==> src/sv/iets_pkg.sv <==
// ----------------------------------------------------------------------------
// iets_pkg
// shared codes, constants and types for the i2c eeprom transaction sequencer
// ----------------------------------------------------------------------------
package iets_pkg;

    // item operation codes
    localparam logic [1:0] OP_WRITE  = 2'd0;
    localparam logic [1:0] OP_READ   = 2'd1;
    localparam logic [1:0] OP_STATUS = 2'd2;

    // bus engine commands
    localparam logic [2:0] CMD_NONE  = 3'd0;
    localparam logic [2:0] CMD_START = 3'd1;
    localparam logic [2:0] CMD_SEND  = 3'd2;
    localparam logic [2:0] CMD_RECV  = 3'd3;
    localparam logic [2:0] CMD_STOP  = 3'd4;

    // masked bus status codes
    localparam logic [7:0] ST_MASK     = 8'hF8;
    localparam logic [7:0] ST_START    = 8'h08;
    localparam logic [7:0] ST_RESTART  = 8'h10;
    localparam logic [7:0] ST_SLA_W    = 8'h18;
    localparam logic [7:0] ST_SLA_R    = 8'h40;
    localparam logic [7:0] ST_DATA_ACK = 8'h28;
    localparam logic [7:0] ST_RX_NACK  = 8'h58;

    // configuration
    localparam int         APB_ADDR_W     = 2;
    localparam int         APB_DATA_W     = 32;
    localparam int         DEV_ADDR_W     = 7;
    localparam logic [6:0] DEV_ADDR_RESET = 7'd80;
    localparam logic [APB_ADDR_W-1:0] REG_DEVICE_ADDRESS = '0;

    // one result item
    typedef struct packed {
        logic [2:0] bus_command;
        logic [7:0] send_byte;
        logic       done_res;
        logic       success;
        logic [7:0] read_byte;
        logic       rejected;
    } iets_result_t;

endpackage

==> src/sv/iets_regs.sv <==
// ----------------------------------------------------------------------------
// iets_regs
// apb configuration register file holding the seven-bit device address
// ----------------------------------------------------------------------------
module iets_regs
    import iets_pkg::*;
(
    input  logic                  clk,
    input  logic                  rst_n,
    input  logic                  psel,
    input  logic                  penable,
    input  logic                  pwrite,
    input  logic [APB_ADDR_W-1:0] paddr,
    input  logic [APB_DATA_W-1:0] pwdata,
    output logic [APB_DATA_W-1:0] prdata,
    output logic                  pready,
    output logic [DEV_ADDR_W-1:0] dev_addr
);

    logic [DEV_ADDR_W-1:0] dev_addr_reg;
    logic [DEV_ADDR_W-1:0] dev_addr_next;
    logic                  wr_en;
    logic                  hit;

    // single register at byte address 0
    assign hit   = (paddr == REG_DEVICE_ADDRESS);
    assign wr_en = psel && penable && pwrite && hit;

    always_comb
    begin
        dev_addr_next = dev_addr_reg;
        if (wr_en)
        begin
            dev_addr_next = pwdata[DEV_ADDR_W-1:0];
        end
    end

    always_ff @(posedge clk or negedge rst_n)
    begin
        if (!rst_n)
        begin
            dev_addr_reg <= DEV_ADDR_RESET;
        end
        else
        begin
            dev_addr_reg <= dev_addr_next;
        end
    end

    assign pready   = 1'b1;
    assign prdata   = {{(APB_DATA_W-DEV_ADDR_W){1'b0}}, dev_addr_reg};
    assign dev_addr = dev_addr_reg;

endmodule

==> src/sv/iets_core.sv <==
// ----------------------------------------------------------------------------
// iets_core
// transaction fsm and result register, one item per cycle unless output stalls
// ----------------------------------------------------------------------------
module iets_core
    import iets_pkg::*;
(
    input  logic                  clk,
    input  logic                  rst_n,
    input  logic                  item_valid,
    output logic                  item_ready,
    input  logic [1:0]            operation,
    input  logic [15:0]           mem_address,
    input  logic [7:0]            write_byte,
    input  logic [7:0]            bus_status,
    input  logic [7:0]            received_byte,
    input  logic [DEV_ADDR_W-1:0] dev_addr,
    output logic                  res_valid,
    input  logic                  res_ready,
    output iets_result_t          res
);

    typedef enum logic [3:0] {
        PH_IDLE,
        PH_START,
        PH_SLA_W,
        PH_ADDR_HI,
        PH_ADDR_LO,
        PH_DATA,
        PH_RESTART,
        PH_SLA_R,
        PH_RECV
    } phase_t;

    phase_t       phase_reg, phase_next;
    logic [15:0]  target_reg, target_next;
    logic [7:0]   pending_reg, pending_next;
    logic         read_mode_reg, read_mode_next;
    logic         res_valid_reg, res_valid_next;
    iets_result_t res_reg, res_next;
    logic         advance;
    logic [7:0]   expected;
    logic [7:0]   status_masked;

    // result register takes a new item when empty or being drained
    assign advance    = item_valid && (!res_valid_reg || res_ready);
    assign item_ready = advance;

    assign status_masked = bus_status & ST_MASK;

    always_comb
    begin
        unique case (phase_reg) inside
            PH_START:   expected = ST_START;
            PH_SLA_W:   expected = ST_SLA_W;
            PH_ADDR_HI,
            PH_ADDR_LO,
            PH_DATA:    expected = ST_DATA_ACK;
            PH_RESTART: expected = ST_RESTART;
            PH_SLA_R:   expected = ST_SLA_R;
            PH_RECV:    expected = ST_RX_NACK;
            default:    expected = ST_MASK;
        endcase
    end

    always_comb
    begin
        phase_next     = phase_reg;
        target_next    = target_reg;
        pending_next   = pending_reg;
        read_mode_next = read_mode_reg;
        res_next       = '0;

        case (operation) inside
            OP_WRITE, OP_READ:
            begin
                if (phase_reg != PH_IDLE)
                begin
                    res_next.rejected = 1'b1;
                end
                else
                begin
                    target_next          = mem_address;
                    pending_next         = write_byte;
                    read_mode_next       = operation[0];
                    phase_next           = PH_START;
                    res_next.bus_command = CMD_START;
                end
            end
            OP_STATUS:
            begin
                if (phase_reg == PH_IDLE)
                begin
                    res_next.rejected = 1'b1;
                end
                else if (status_masked != expected)
                begin
                    // unexpected status aborts the transaction
                    res_next.bus_command = CMD_STOP;
                    res_next.done_res    = 1'b1;
                    phase_next           = PH_IDLE;
                end
                else
                begin
                    unique case (phase_reg)
                        PH_START:
                        begin
                            res_next.bus_command = CMD_SEND;
                            res_next.send_byte   = {dev_addr, 1'b0};
                            phase_next           = PH_SLA_W;
                        end
                        PH_SLA_W:
                        begin
                            res_next.bus_command = CMD_SEND;
                            res_next.send_byte   = target_reg[15:8];
                            phase_next           = PH_ADDR_HI;
                        end
                        PH_ADDR_HI:
                        begin
                            res_next.bus_command = CMD_SEND;
                            res_next.send_byte   = target_reg[7:0];
                            phase_next           = PH_ADDR_LO;
                        end
                        PH_ADDR_LO:
                        begin
                            if (read_mode_reg)
                            begin
                                res_next.bus_command = CMD_START;
                                phase_next           = PH_RESTART;
                            end
                            else
                            begin
                                res_next.bus_command = CMD_SEND;
                                res_next.send_byte   = pending_reg;
                                phase_next           = PH_DATA;
                            end
                        end
                        PH_DATA:
                        begin
                            res_next.bus_command = CMD_STOP;
                            res_next.done_res    = 1'b1;
                            res_next.success     = 1'b1;
                            phase_next           = PH_IDLE;
                        end
                        PH_RESTART:
                        begin
                            res_next.bus_command = CMD_SEND;
                            res_next.send_byte   = {dev_addr, 1'b1};
                            phase_next           = PH_SLA_R;
                        end
                        PH_SLA_R:
                        begin
                            res_next.bus_command = CMD_RECV;
                            phase_next           = PH_RECV;
                        end
                        default:
                        begin
                            res_next.bus_command = CMD_STOP;
                            res_next.done_res    = 1'b1;
                            res_next.success     = 1'b1;
                            res_next.read_byte   = received_byte;
                            phase_next           = PH_IDLE;
                        end
                    endcase
                end
            end
            default:
            begin
                res_next = '0;
            end
        endcase
    end

    always_comb
    begin
        res_valid_next = res_valid_reg;
        if (advance)
        begin
            res_valid_next = 1'b1;
        end
        else if (res_ready)
        begin
            res_valid_next = 1'b0;
        end
    end

    always_ff @(posedge clk or negedge rst_n)
    begin
        if (!rst_n)
        begin
            phase_reg     <= PH_IDLE;
            target_reg    <= '0;
            pending_reg   <= '0;
            read_mode_reg <= 1'b0;
            res_valid_reg <= 1'b0;
            res_reg       <= '0;
        end
        else
        begin
            res_valid_reg <= res_valid_next;
            if (advance)
            begin
                phase_reg     <= phase_next;
                target_reg    <= target_next;
                pending_reg   <= pending_next;
                read_mode_reg <= read_mode_next;
                res_reg       <= res_next;
            end
        end
    end

    assign res_valid = res_valid_reg;
    assign res       = res_reg;

endmodule

==> src/sv/i2c_eeprom_transaction_sequencer.sv <==
// ----------------------------------------------------------------------------
// i2c_eeprom_transaction_sequencer
// sequences single-byte eeprom writes and random reads over an i2c bus engine
// ----------------------------------------------------------------------------
//
//  channel  | handshake             | payload
//  ---------+-----------------------+------------------------------------------
//  in       | in_valid / in_ready   | operation, mem_address, write_byte,
//           |                       | bus_status, received_byte
//  out      | out_valid / out_ready | bus_command, send_byte, done_res,
//           |                       | success, read_byte, rejected
//  config   | apb psel / penable    | device_address at byte address 0
//
//  one transfer per cycle on each side while neither side stalls; an input
//  passes the input register, then the result register offers its result
//  throughput is set by the single state update per cycle in iets_core
//  reset clears the phase, core and valid registers; no clearing pass
//  a stalled output holds its result while one more input waits in the
//  input register, then in_ready drops
//
module i2c_eeprom_transaction_sequencer
    import iets_pkg::*;
(
    input  logic                  clk,
    input  logic                  rst_n,
    // input channel
    input  logic                  in_valid,
    output logic                  in_ready,
    input  logic [1:0]            operation,
    input  logic [15:0]           mem_address,
    input  logic [7:0]            write_byte,
    input  logic [7:0]            bus_status,
    input  logic [7:0]            received_byte,
    // output channel
    output logic                  out_valid,
    input  logic                  out_ready,
    output logic [2:0]            bus_command,
    output logic [7:0]            send_byte,
    output logic                  done_res,
    output logic                  success,
    output logic [7:0]            read_byte,
    output logic                  rejected,
    // configuration port
    input  logic                  psel,
    input  logic                  penable,
    input  logic                  pwrite,
    input  logic [APB_ADDR_W-1:0] paddr,
    input  logic [APB_DATA_W-1:0] pwdata,
    output logic [APB_DATA_W-1:0] prdata,
    output logic                  pready
);

    // input register
    logic                  item_valid_reg, item_valid_next;
    logic [1:0]            op_reg;
    logic [15:0]           addr_reg;
    logic [7:0]            wbyte_reg;
    logic [7:0]            status_reg;
    logic [7:0]            rbyte_reg;
    logic                  item_ready;
    logic                  in_xfer;
    logic [DEV_ADDR_W-1:0] dev_addr;
    iets_result_t          res;

    // input register refills whenever its item moves on to the core
    assign in_ready = !item_valid_reg || item_ready;
    assign in_xfer  = in_valid && in_ready;

    always_comb
    begin
        item_valid_next = item_valid_reg;
        if (in_xfer)
        begin
            item_valid_next = 1'b1;
        end
        else if (item_ready)
        begin
            item_valid_next = 1'b0;
        end
    end

    always_ff @(posedge clk or negedge rst_n)
    begin
        if (!rst_n)
        begin
            item_valid_reg <= 1'b0;
        end
        else
        begin
            item_valid_reg <= item_valid_next;
        end
    end

    // payload needs no reset
    always_ff @(posedge clk)
    begin
        if (in_xfer)
        begin
            op_reg     <= operation;
            addr_reg   <= mem_address;
            wbyte_reg  <= write_byte;
            status_reg <= bus_status;
            rbyte_reg  <= received_byte;
        end
    end

    iets_regs u_regs (
        .clk      (clk),
        .rst_n    (rst_n),
        .psel     (psel),
        .penable  (penable),
        .pwrite   (pwrite),
        .paddr    (paddr),
        .pwdata   (pwdata),
        .prdata   (prdata),
        .pready   (pready),
        .dev_addr (dev_addr)
    );

    // sequencer step and result register
    iets_core u_core (
        .clk           (clk),
        .rst_n         (rst_n),
        .item_valid    (item_valid_reg),
        .item_ready    (item_ready),
        .operation     (op_reg),
        .mem_address   (addr_reg),
        .write_byte    (wbyte_reg),
        .bus_status    (status_reg),
        .received_byte (rbyte_reg),
        .dev_addr      (dev_addr),
        .res_valid     (out_valid),
        .res_ready     (out_ready),
        .res           (res)
    );

    assign bus_command = res.bus_command;
    assign send_byte   = res.send_byte;
    assign done_res    = res.done_res;
    assign success     = res.success;
    assign read_byte   = res.read_byte;
    assign rejected    = res.rejected;

endmodule

==> config.mk <==
export PLATFORM = sky130hd
export DESIGN_NAME = i2c_eeprom_transaction_sequencer
export DESIGN_NICKNAME = d
export VERILOG_FILES = /design/src/sv/iets_pkg.sv /design/src/sv/iets_regs.sv /design/src/sv/iets_core.sv /design/src/sv/i2c_eeprom_transaction_sequencer.sv
export SDC_FILE = /design/constraint.sdc
export NUM_CORES = 1
export LEC_CHECK = 0
export BUFFER_PORTS_ARGS = -buffer_cell sky130_fd_sc_hd__buf_2
export CAP_MARGIN = 20
export CORE_MARGIN = 3
export CORE_UTILIZATION = 50
export DETAILED_ROUTE_END_ITERATION = 12
export GPL_ROUTABILITY_DRIVEN = 0
export PLACE_DENSITY = 0.9
export SETUP_SLACK_MARGIN = 0.3
export SYNTH_ARGS = -nofsm -noshare
export SYNTH_HDL_FRONTEND = slang
export SYNTH_SLANG_ARGS = --single-unit
==> constraint.sdc <==
create_clock -name clk -period 2.36 [get_ports clk]
set_clock_uncertainty 0.1 [all_clocks]
set_input_delay 0.236 -clock clk [delete_from_list [all_inputs] [get_ports clk]]
set_output_delay 0.236 -clock clk [all_outputs]
set_load 0.01 [all_outputs]
; After elaboration in Yosys (flattened, before gate mapping)
; Cells that the tools add are included.
; W data, S select, Z words.
[word_totals]
inputBits = 83
mem_count = 0
elab_cells = 87
romBits = 0
out_inout_bits = 57
ram_bits = 0
latch_bits = 0
register_bits = 102
[op_classes]
n_mul = 0
bitwise = 1
n_lt_le_gt_ge = 0
n_eq_ne = 13
n_reduce_logical = 23
add_sub_neg = 0
mux = 32
n_div = 0
n_shift = 0
[op_table]
columns = cell, n
row1 = $pmux W8 S6, 1
row2 = $pmux W8 S5, 1
row3 = $mux W18, 2
row4 = $mux W8, 3
row5 = $pmux W4 S6, 1
row6 = $mux W21, 1
row7 = $mux W4, 5
row8 = $eq A4 B3 Y1 const B, 4
row9 = $mux W1, 10
row10 = $mux W3, 3
row11 = $mux W9, 1
row12 = $pmux W3 S3, 1
row13 = $eq A4 B2 Y1 const B, 2
row14 = $ne A8 B8 Y1, 1
row15 = $reduce_or A7 Y1, 1
row16 = $mux W2, 3
row17 = $reduce_bool A2 Y1, 3
row18 = $reduce_or A6 Y1, 1
row19 = $logic_and A1 B1 Y1, 5
row20 = $eq A4 B1 Y1 const B, 1
row21 = $eq A4 B4 Y1 const B, 1
row22 = $logic_not A2 Y1, 2
row23 = $logic_not A4 Y1, 1
row24 = $ne A2 B2 Y1 const B, 2
row25 = other kinds (11), 13

; Longest topological paths before layout
[depth]
ltp_word = 8
depth_mapped = 8
depth_no_buf = 6

; By module
; Synthesis repeated with hierarchy kept, for this count alone.
[hier_totals]
cells_unflattened = 327
hier_area_um2 = 4500.6
[by_module_without_submodules]
columns = module, cells_per_inst, seq_area_each_um2, instances, area_per_inst_um2
row1 = iets_core, 230, 1301.2, 1, 2646.3
row2 = i2c_eeprom_transaction_sequencer, 46, 1286.2, 1, 1315.0
row3 = iets_regs, 51, 177.7, 1, 539.3

; Worst setup path after synthesis
; Ideal clock, no wire load.
[synth_path]
path_kind = register -> register
startpoint = register u_core.res_valid_reg (netlist: u_core.res_valid)
endpoint = register addr_reg[0], enable pin
path_slack_ns = 0.282
required_time_ns = 1.860
path_buffers = 0
path_stages_with_launch = 3
arrival_ns = 1.578
cell_sequence = dfrtp_1 nand3b_1 and2_1
[synth_via]
elab_chain_len = 5
[synth_lines]
columns = item, line
row1 = "start, declared", iets_core.sv:39  ; logic res_valid_reg, res_valid_next;
row2 = "start signal, assigned", iets_core.sv:200  ; res_valid_reg <= res_valid_next;
row3 = $logic_not A1 Y1, iets_core.sv:46  ; assign advance = item_valid && (!res_valid_reg || res_ready);
row4 = $logic_or A1 B1 Y1, iets_core.sv:46
row5 = $logic_and A1 B1 Y1, iets_core.sv:46
row6 = $logic_or A1 B1 Y1, i2c_eeprom_transaction_sequencer.sv:66  ; assign in_ready = !item_valid_reg || item_ready;
row7 = via in_ready, i2c_eeprom_transaction_sequencer.sv:28  ; output logic in_ready,
row8 = $logic_and A1 B1 Y1, i2c_eeprom_transaction_sequencer.sv:67  ; assign in_xfer = in_valid && in_ready;
row9 = via in_xfer, i2c_eeprom_transaction_sequencer.sv:61  ; logic in_xfer;
row10 = "end signal, assigned", i2c_eeprom_transaction_sequencer.sv:100  ; addr_reg <= mem_address;
row11 = "end, declared", i2c_eeprom_transaction_sequencer.sv:56  ; logic [15:0] addr_reg;
; The timed path passes the listed nets, and every way through them passes these cells.
; A chain may end at the register's enable or synchronous reset.

; Worst setup path in the final report
[layout_path]
startpoint = register u_core.phase_reg[2]
endpoint = register u_core.res_reg, in the netlist u_core.res[7]
[layout_via]
elab_chain_len = 8
elab_cells_between_ends = 18
classes_between = 9 x eq/ne / 6 x mux / 3 x reduce/logical
[layout_lines]
columns = item, line
row1 = "start, declared", iets_core.sv:35  ; phase_t phase_reg, phase_next;
row2 = "start signal, assigned", iets_core.sv:203  ; phase_reg <= phase_next;
row3 = $eq A4 B3 Y1 / $eq A4 B2 Y1 (equally long branches), iets_core.sv:105  ; unique case (phase_reg)
row4 = $reduce_or A3 Y1, iets_core.sv:53  ; unique case (phase_reg) inside
row5 = $pmux W8 S6, iets_core.sv:53
row6 = $ne A8 B8 Y1, iets_core.sv:96  ; else if (status_masked != expected)
row7 = $mux W9, iets_core.sv:96
row8 = $mux W21 *, iets_core.sv:92  ; if (phase_reg == PH_IDLE)
row9 = $mux W18 * (2 in a row), iets_core.sv:74  ; case (operation) inside
row10 = "end signal, assigned", iets_core.sv:207  ; res_reg <= res_next;
row11 = "end, declared", iets_core.sv:40  ; iets_result_t res_reg, res_next;
; Mark *: on every way between the ends. The rest lies on a longest branch, timed or not.

==> reports/qor.txt <==
======================================================================================================
Clock transition at the register clock pins on the worst setup and hold paths after CTS        0.10 ns
Die outline width                                                                              98.5 µm
Proportion of synthesized area in mux cells                                                      10.5%
Clock sinks                                                                                         99
Share of layout cells above drive strength 1                                                     42.7%
Worst-path fanout max                                                                                8
Post-synth top flop                                                                       sky130_fd_sc_hd__dfrtp_1
Area of placed instances                                                                   0.00476 mm²
Final Util                                                                                       67.7%
Pwr/cell area                                                                               835 mW/mm²
DR WL/cell                                                                                     16.6 µm
Category of the most critical setup path                                                  register to register
Flip-flop count of the largest register, all copies and words added                                 22
Antenna violations before repair                                                                     0
Area taken by multi-input logic gates                                                      0.00146 mm²
Total congestion overflow after global routing                                                       0
Sum of negative setup slack                                                                       0 ns
Transition at the pin with the smallest max-transition slack                                  0.543 ns
Startpoint of the worst register-to-register path                                         u_core.phase_reg[2]$_DFFE_PN0P_
Final wirelength                                                                               9430 µm
Xor/xnor cell area share of the yosys netlist                                                   0.380%
Synth Area in Adders                                                                                0%
Mapped Avg Cell Area                                                                          13.8 µm²
Htree depth                                                                                          3
Commonest non-fill, non-tap cell in the layout                                            sky130_fd_sc_hd__buf_2
Seq/Total Area, Yosys                                                                            62.5%
Number of buffers between clock root and the deepest sink                                            2
RSZ-0062 raised after global routing                                                               yes
Sequential cell area                                                                       0.00268 mm²
Layout fillers                                                                                     581
Initial Utilization                                                                              51.8%
Worst setup path start                                                                    u_core.phase_reg[2]$_DFFE_PN0P_
Final critical-path share of the clock period                                                    89.2%
Endpoint class of the critical path                                                           register
All-layer global routing usage                                                                   20.7%
Number of optimization iterations in the first detailed-route pass                                   5
Total number of nets in the final design                                                           542
Largest family of logic cells by synthesized area                                         multiplexers
Quantity of I/O buffers inserted on ports                                                           85
Row Count                                                                                           33
Area added between synthesis and finish                                                          30.5%
Residual antenna-violating net count after detailed routing                                          0
Reg2reg path depth                                                                                   7
Placed wire-length estimate after detailed placement                                           5950 µm
Clock network latency to the later pin of the worst-skew pair                                  0.37 ns
Proportion of register bits with asynchronous set or reset after synthesis                       60.6%
Vias per cell                                                                                     5.27
Maximum vdd drop                                                                              0.534 mV
Critical path, cell by cell                                                               or3b_4, a21oi_2, nor3_2, xnor2_2, buf_4, and3_2, a22o_1
# DRC                                                                                                0
Startpoint type of the worst setup path                                                       register
Antenna diode instance count                                                                         0
Max Clk Rate                                                                                 0.475 GHz
Buffers & Inverters on Critical Path                                                                 1
Relative max-transition margin                                                                   63.8%
Die area                                                                                   0.00971 mm²
Total standard cell area after synthesis                                                   0.00428 mm²
Status                                                                                    finished clean
Endpoint with the worst hold slack                                                        u_core.res_valid$_DFFE_PN0P_
Leading cell types in the layout, fill and taps excluded                                  sky130_fd_sc_hd__buf_2 (85), sky130_fd_sc_hd__dfrtp_1 (54), sky130_fd_sc_hd__dlygate4sd3_1 (48)
Capture instance of the worst register-to-register path                                   u_core.res[7]$_DFFE_PN0P_
Final Max Slew Viols                                                                                 0
Floorplan core area                                                                        0.00826 mm²
Number of enable flip-flop cells after synthesis                                                    39
Signal arrival time at the worst endpoint                                                      2.26 ns
Worst hold start                                                                             out_ready
Dominant delay contributor by cell family on the critical path                            simple AND/OR/NAND/NOR gates
Number of top-level design ports                                                                   140
Max-cap viol count                                                                                   0
Root buffer cell                                                                          sky130_fd_sc_hd__clkbuf_8
Via count of the first global-routing pass                                                        3191
Leakage                                                                                        2.49 nW
Cell variety after synth                                                                            49
Setup-failing EPs final                                                                              0
Hold Fails Final Rpt                                                                                 0
Vertical die dimension                                                                         98.5 µm
DRC marker count from the first detailed-route iteration                                           171
Cell depth of the worst min-delay path                                                               3
Global-route wire length before repair                                                        15600 µm
CTS tree                                                                                         built
Slowest cell on the critical path                                                         sky130_fd_sc_hd__dfrtp_2
Pin count of the biggest net entering global routing                                                39
Crit path time final                                                                           2.11 ns
Overall via count from detail_route                                                               2997
Data required time at the worst endpoint                                                       2.52 ns
Peak per-stage delay on the critical path                                                      0.47 ns
Area fraction in and, or, nand and nor cells after synthesis                                     10.1%
Setup slack of the most critical reg-to-reg path                                               0.25 ns
Worst min-delay path category                                                             primary input to register
Layout Cell Area excl Fill                                                                 0.00559 mm²
Cells after synthesis                                                                              311
Number of CTS-inserted buffers                                                                       9
Compound-cell area share of the yosys netlist                                                    9.59%
YS warnings                                                                                          0
Post-layout total power                                                                        4.67 mW
Total of flip-flops plus latches after synthesis                                                    99
======================================================================================================
[Yosys cell counts, types with 2 or more instances]
master | instances | area (µm²)
sky130_fd_sc_hd__dfrtp_1 | 58 | 1450
sky130_fd_sc_hd__nand4_1 | 2 | 12.5
sky130_fd_sc_hd__o211ai_1 | 3 | 22.5
sky130_fd_sc_hd__buf_4 | 27 | 203
sky130_fd_sc_hd__mux2_2 | 39 | 439
sky130_fd_sc_hd__nor4b_1 | 2 | 17.5
sky130_fd_sc_hd__nor2b_1 | 3 | 18.8
sky130_fd_sc_hd__nor3_1 | 5 | 25.0
sky130_fd_sc_hd__o21a_1 | 2 | 15.0
sky130_fd_sc_hd__nand3_1 | 2 | 10.0
sky130_fd_sc_hd__o31ai_1 | 3 | 22.5
sky130_fd_sc_hd__a21o_1 | 2 | 15.0
sky130_fd_sc_hd__and4b_1 | 2 | 20.0
sky130_fd_sc_hd__o21ai_2 | 10 | 87.6
sky130_fd_sc_hd__edfxtp_1 | 39 | 1170
sky130_fd_sc_hd__nand2b_1 | 8 | 50.1
sky130_fd_sc_hd__a31oi_1 | 2 | 12.5
sky130_fd_sc_hd__conb_1 | 2 | 7.51
sky130_fd_sc_hd__clkbuf_1 | 5 | 18.8
sky130_fd_sc_hd__nor4_2 | 2 | 25.0
sky130_fd_sc_hd__nand2_1 | 24 | 90.1
sky130_fd_sc_hd__dfstp_2 | 2 | 52.6
sky130_fd_sc_hd__buf_2 | 5 | 25.0
sky130_fd_sc_hd__a21oi_1 | 4 | 20.0
sky130_fd_sc_hd__nor2_1 | 18 | 67.6
sky130_fd_sc_hd__a22o_1 | 8 | 70.1
sky130_fd_sc_hd__a222oi_1 | 7 | 70.1
sky130_fd_sc_hd__buf_6 | 4 | 45.0
[kinds of logic (layout without fill, tap and decap cells)]
family	after synthesis	count (layout)
other	2	26
multiplexers	40	40
buffers and inverters	41	170
AND/OR/NAND/NOR	80	80
flip-flops	99	99
AO/OA/AOI/OAI	48	48
XOR/XNOR	1	1
[per-stage QoR]
step                setup WS [ns]  hold WS [ns]  instances
detailed placement         0.0931         0.151        496
CTS                         0.300        0.0879        567
finish                      0.254        0.0998        569
global placement            0.169         0.141        496
global route                0.193         0.124        569
floorplan                   0.305        -0.160        335
[layout make-up]
cell class / count / area share, %
timing repair buffer: 154 / 19.8
multi-input combinational: 195 / 26.1
tap: 105 / 2.35
clock buffer: 10 / 2.28
clock inverter: 6 / 1.50
sequential: 99 / 48.0
[what timing repair did]
| item | CTS | global route |
|---|---|---|
| hold endpoints to repair | 68 | 0 |
| hold buffers | 48 | 0 |
| setup buffers | 7 | 2 |
| endpoints found under the setup margin | 48 | 50 |
| gates resized for setup | 11 | 5 |
| pin swaps | 6 | 5 |
[worst register-to-register path, stage by stage, from the launching register on]
cell and delay, ns:
sky130_fd_sc_hd__dfrtp_2 0.47, sky130_fd_sc_hd__or3b_4 0.42, sky130_fd_sc_hd__a21oi_2 0.17, sky130_fd_sc_hd__nor3_2 0.08, sky130_fd_sc_hd__xnor2_2 0.15, sky130_fd_sc_hd__buf_4 0.16
sky130_fd_sc_hd__and3_2 0.24, sky130_fd_sc_hd__a22o_1 0.20
[worst max-delay path by stage]
| stage | to | slack (ns) | cells past startpoint |
|---|---|---|---|
| 2_1_floorplan | u_core.res[16]$_DFFE_PN0P_ | 0.31 | 6 |
| 3_3_place_gp | u_core.res[1]$_DFFE_PN0P_ | 0.17 | 6 |
| 3_5_place_dp | u_core.res[4]$_DFFE_PN0P_ | 0.09 | 6 |
| 4_1_cts | u_core.res[17]$_DFFE_PN0P_ | 0.30 | 7 |
| 5_1_grt | u_core.res[2]$_DFFE_PN0P_ | 0.19 | 7 |
| 6_report | u_core.res[7]$_DFFE_PN0P_ | 0.25 | 7 |
[power breakdown]
| part | switching [mW] | internal (mW) | total (mW) |
|---|---|---|---|
| Clock | 0.619 | 0.517 | 1.14 |
| Sequential | 0.195 | 2.12 | 2.32 |
| Combinational | 0.551 | 0.663 | 1.21 |
| Total | 1.36 | 3.30 | 4.67 |
[metal layers]
metal | up-vias | GRT usage [%] | share of wire, %
met4 | 0 | 7.14 | 1.1
met3 | 13 | 5.24 | 6.5
met1 | 1467 | 24.2 | 40
li1 | 1382 | - | -
met5 | - | 0 | 0
met2 | 135 | 37.0 | 53
No activity file was read; power rests on OpenSTA's default activity.
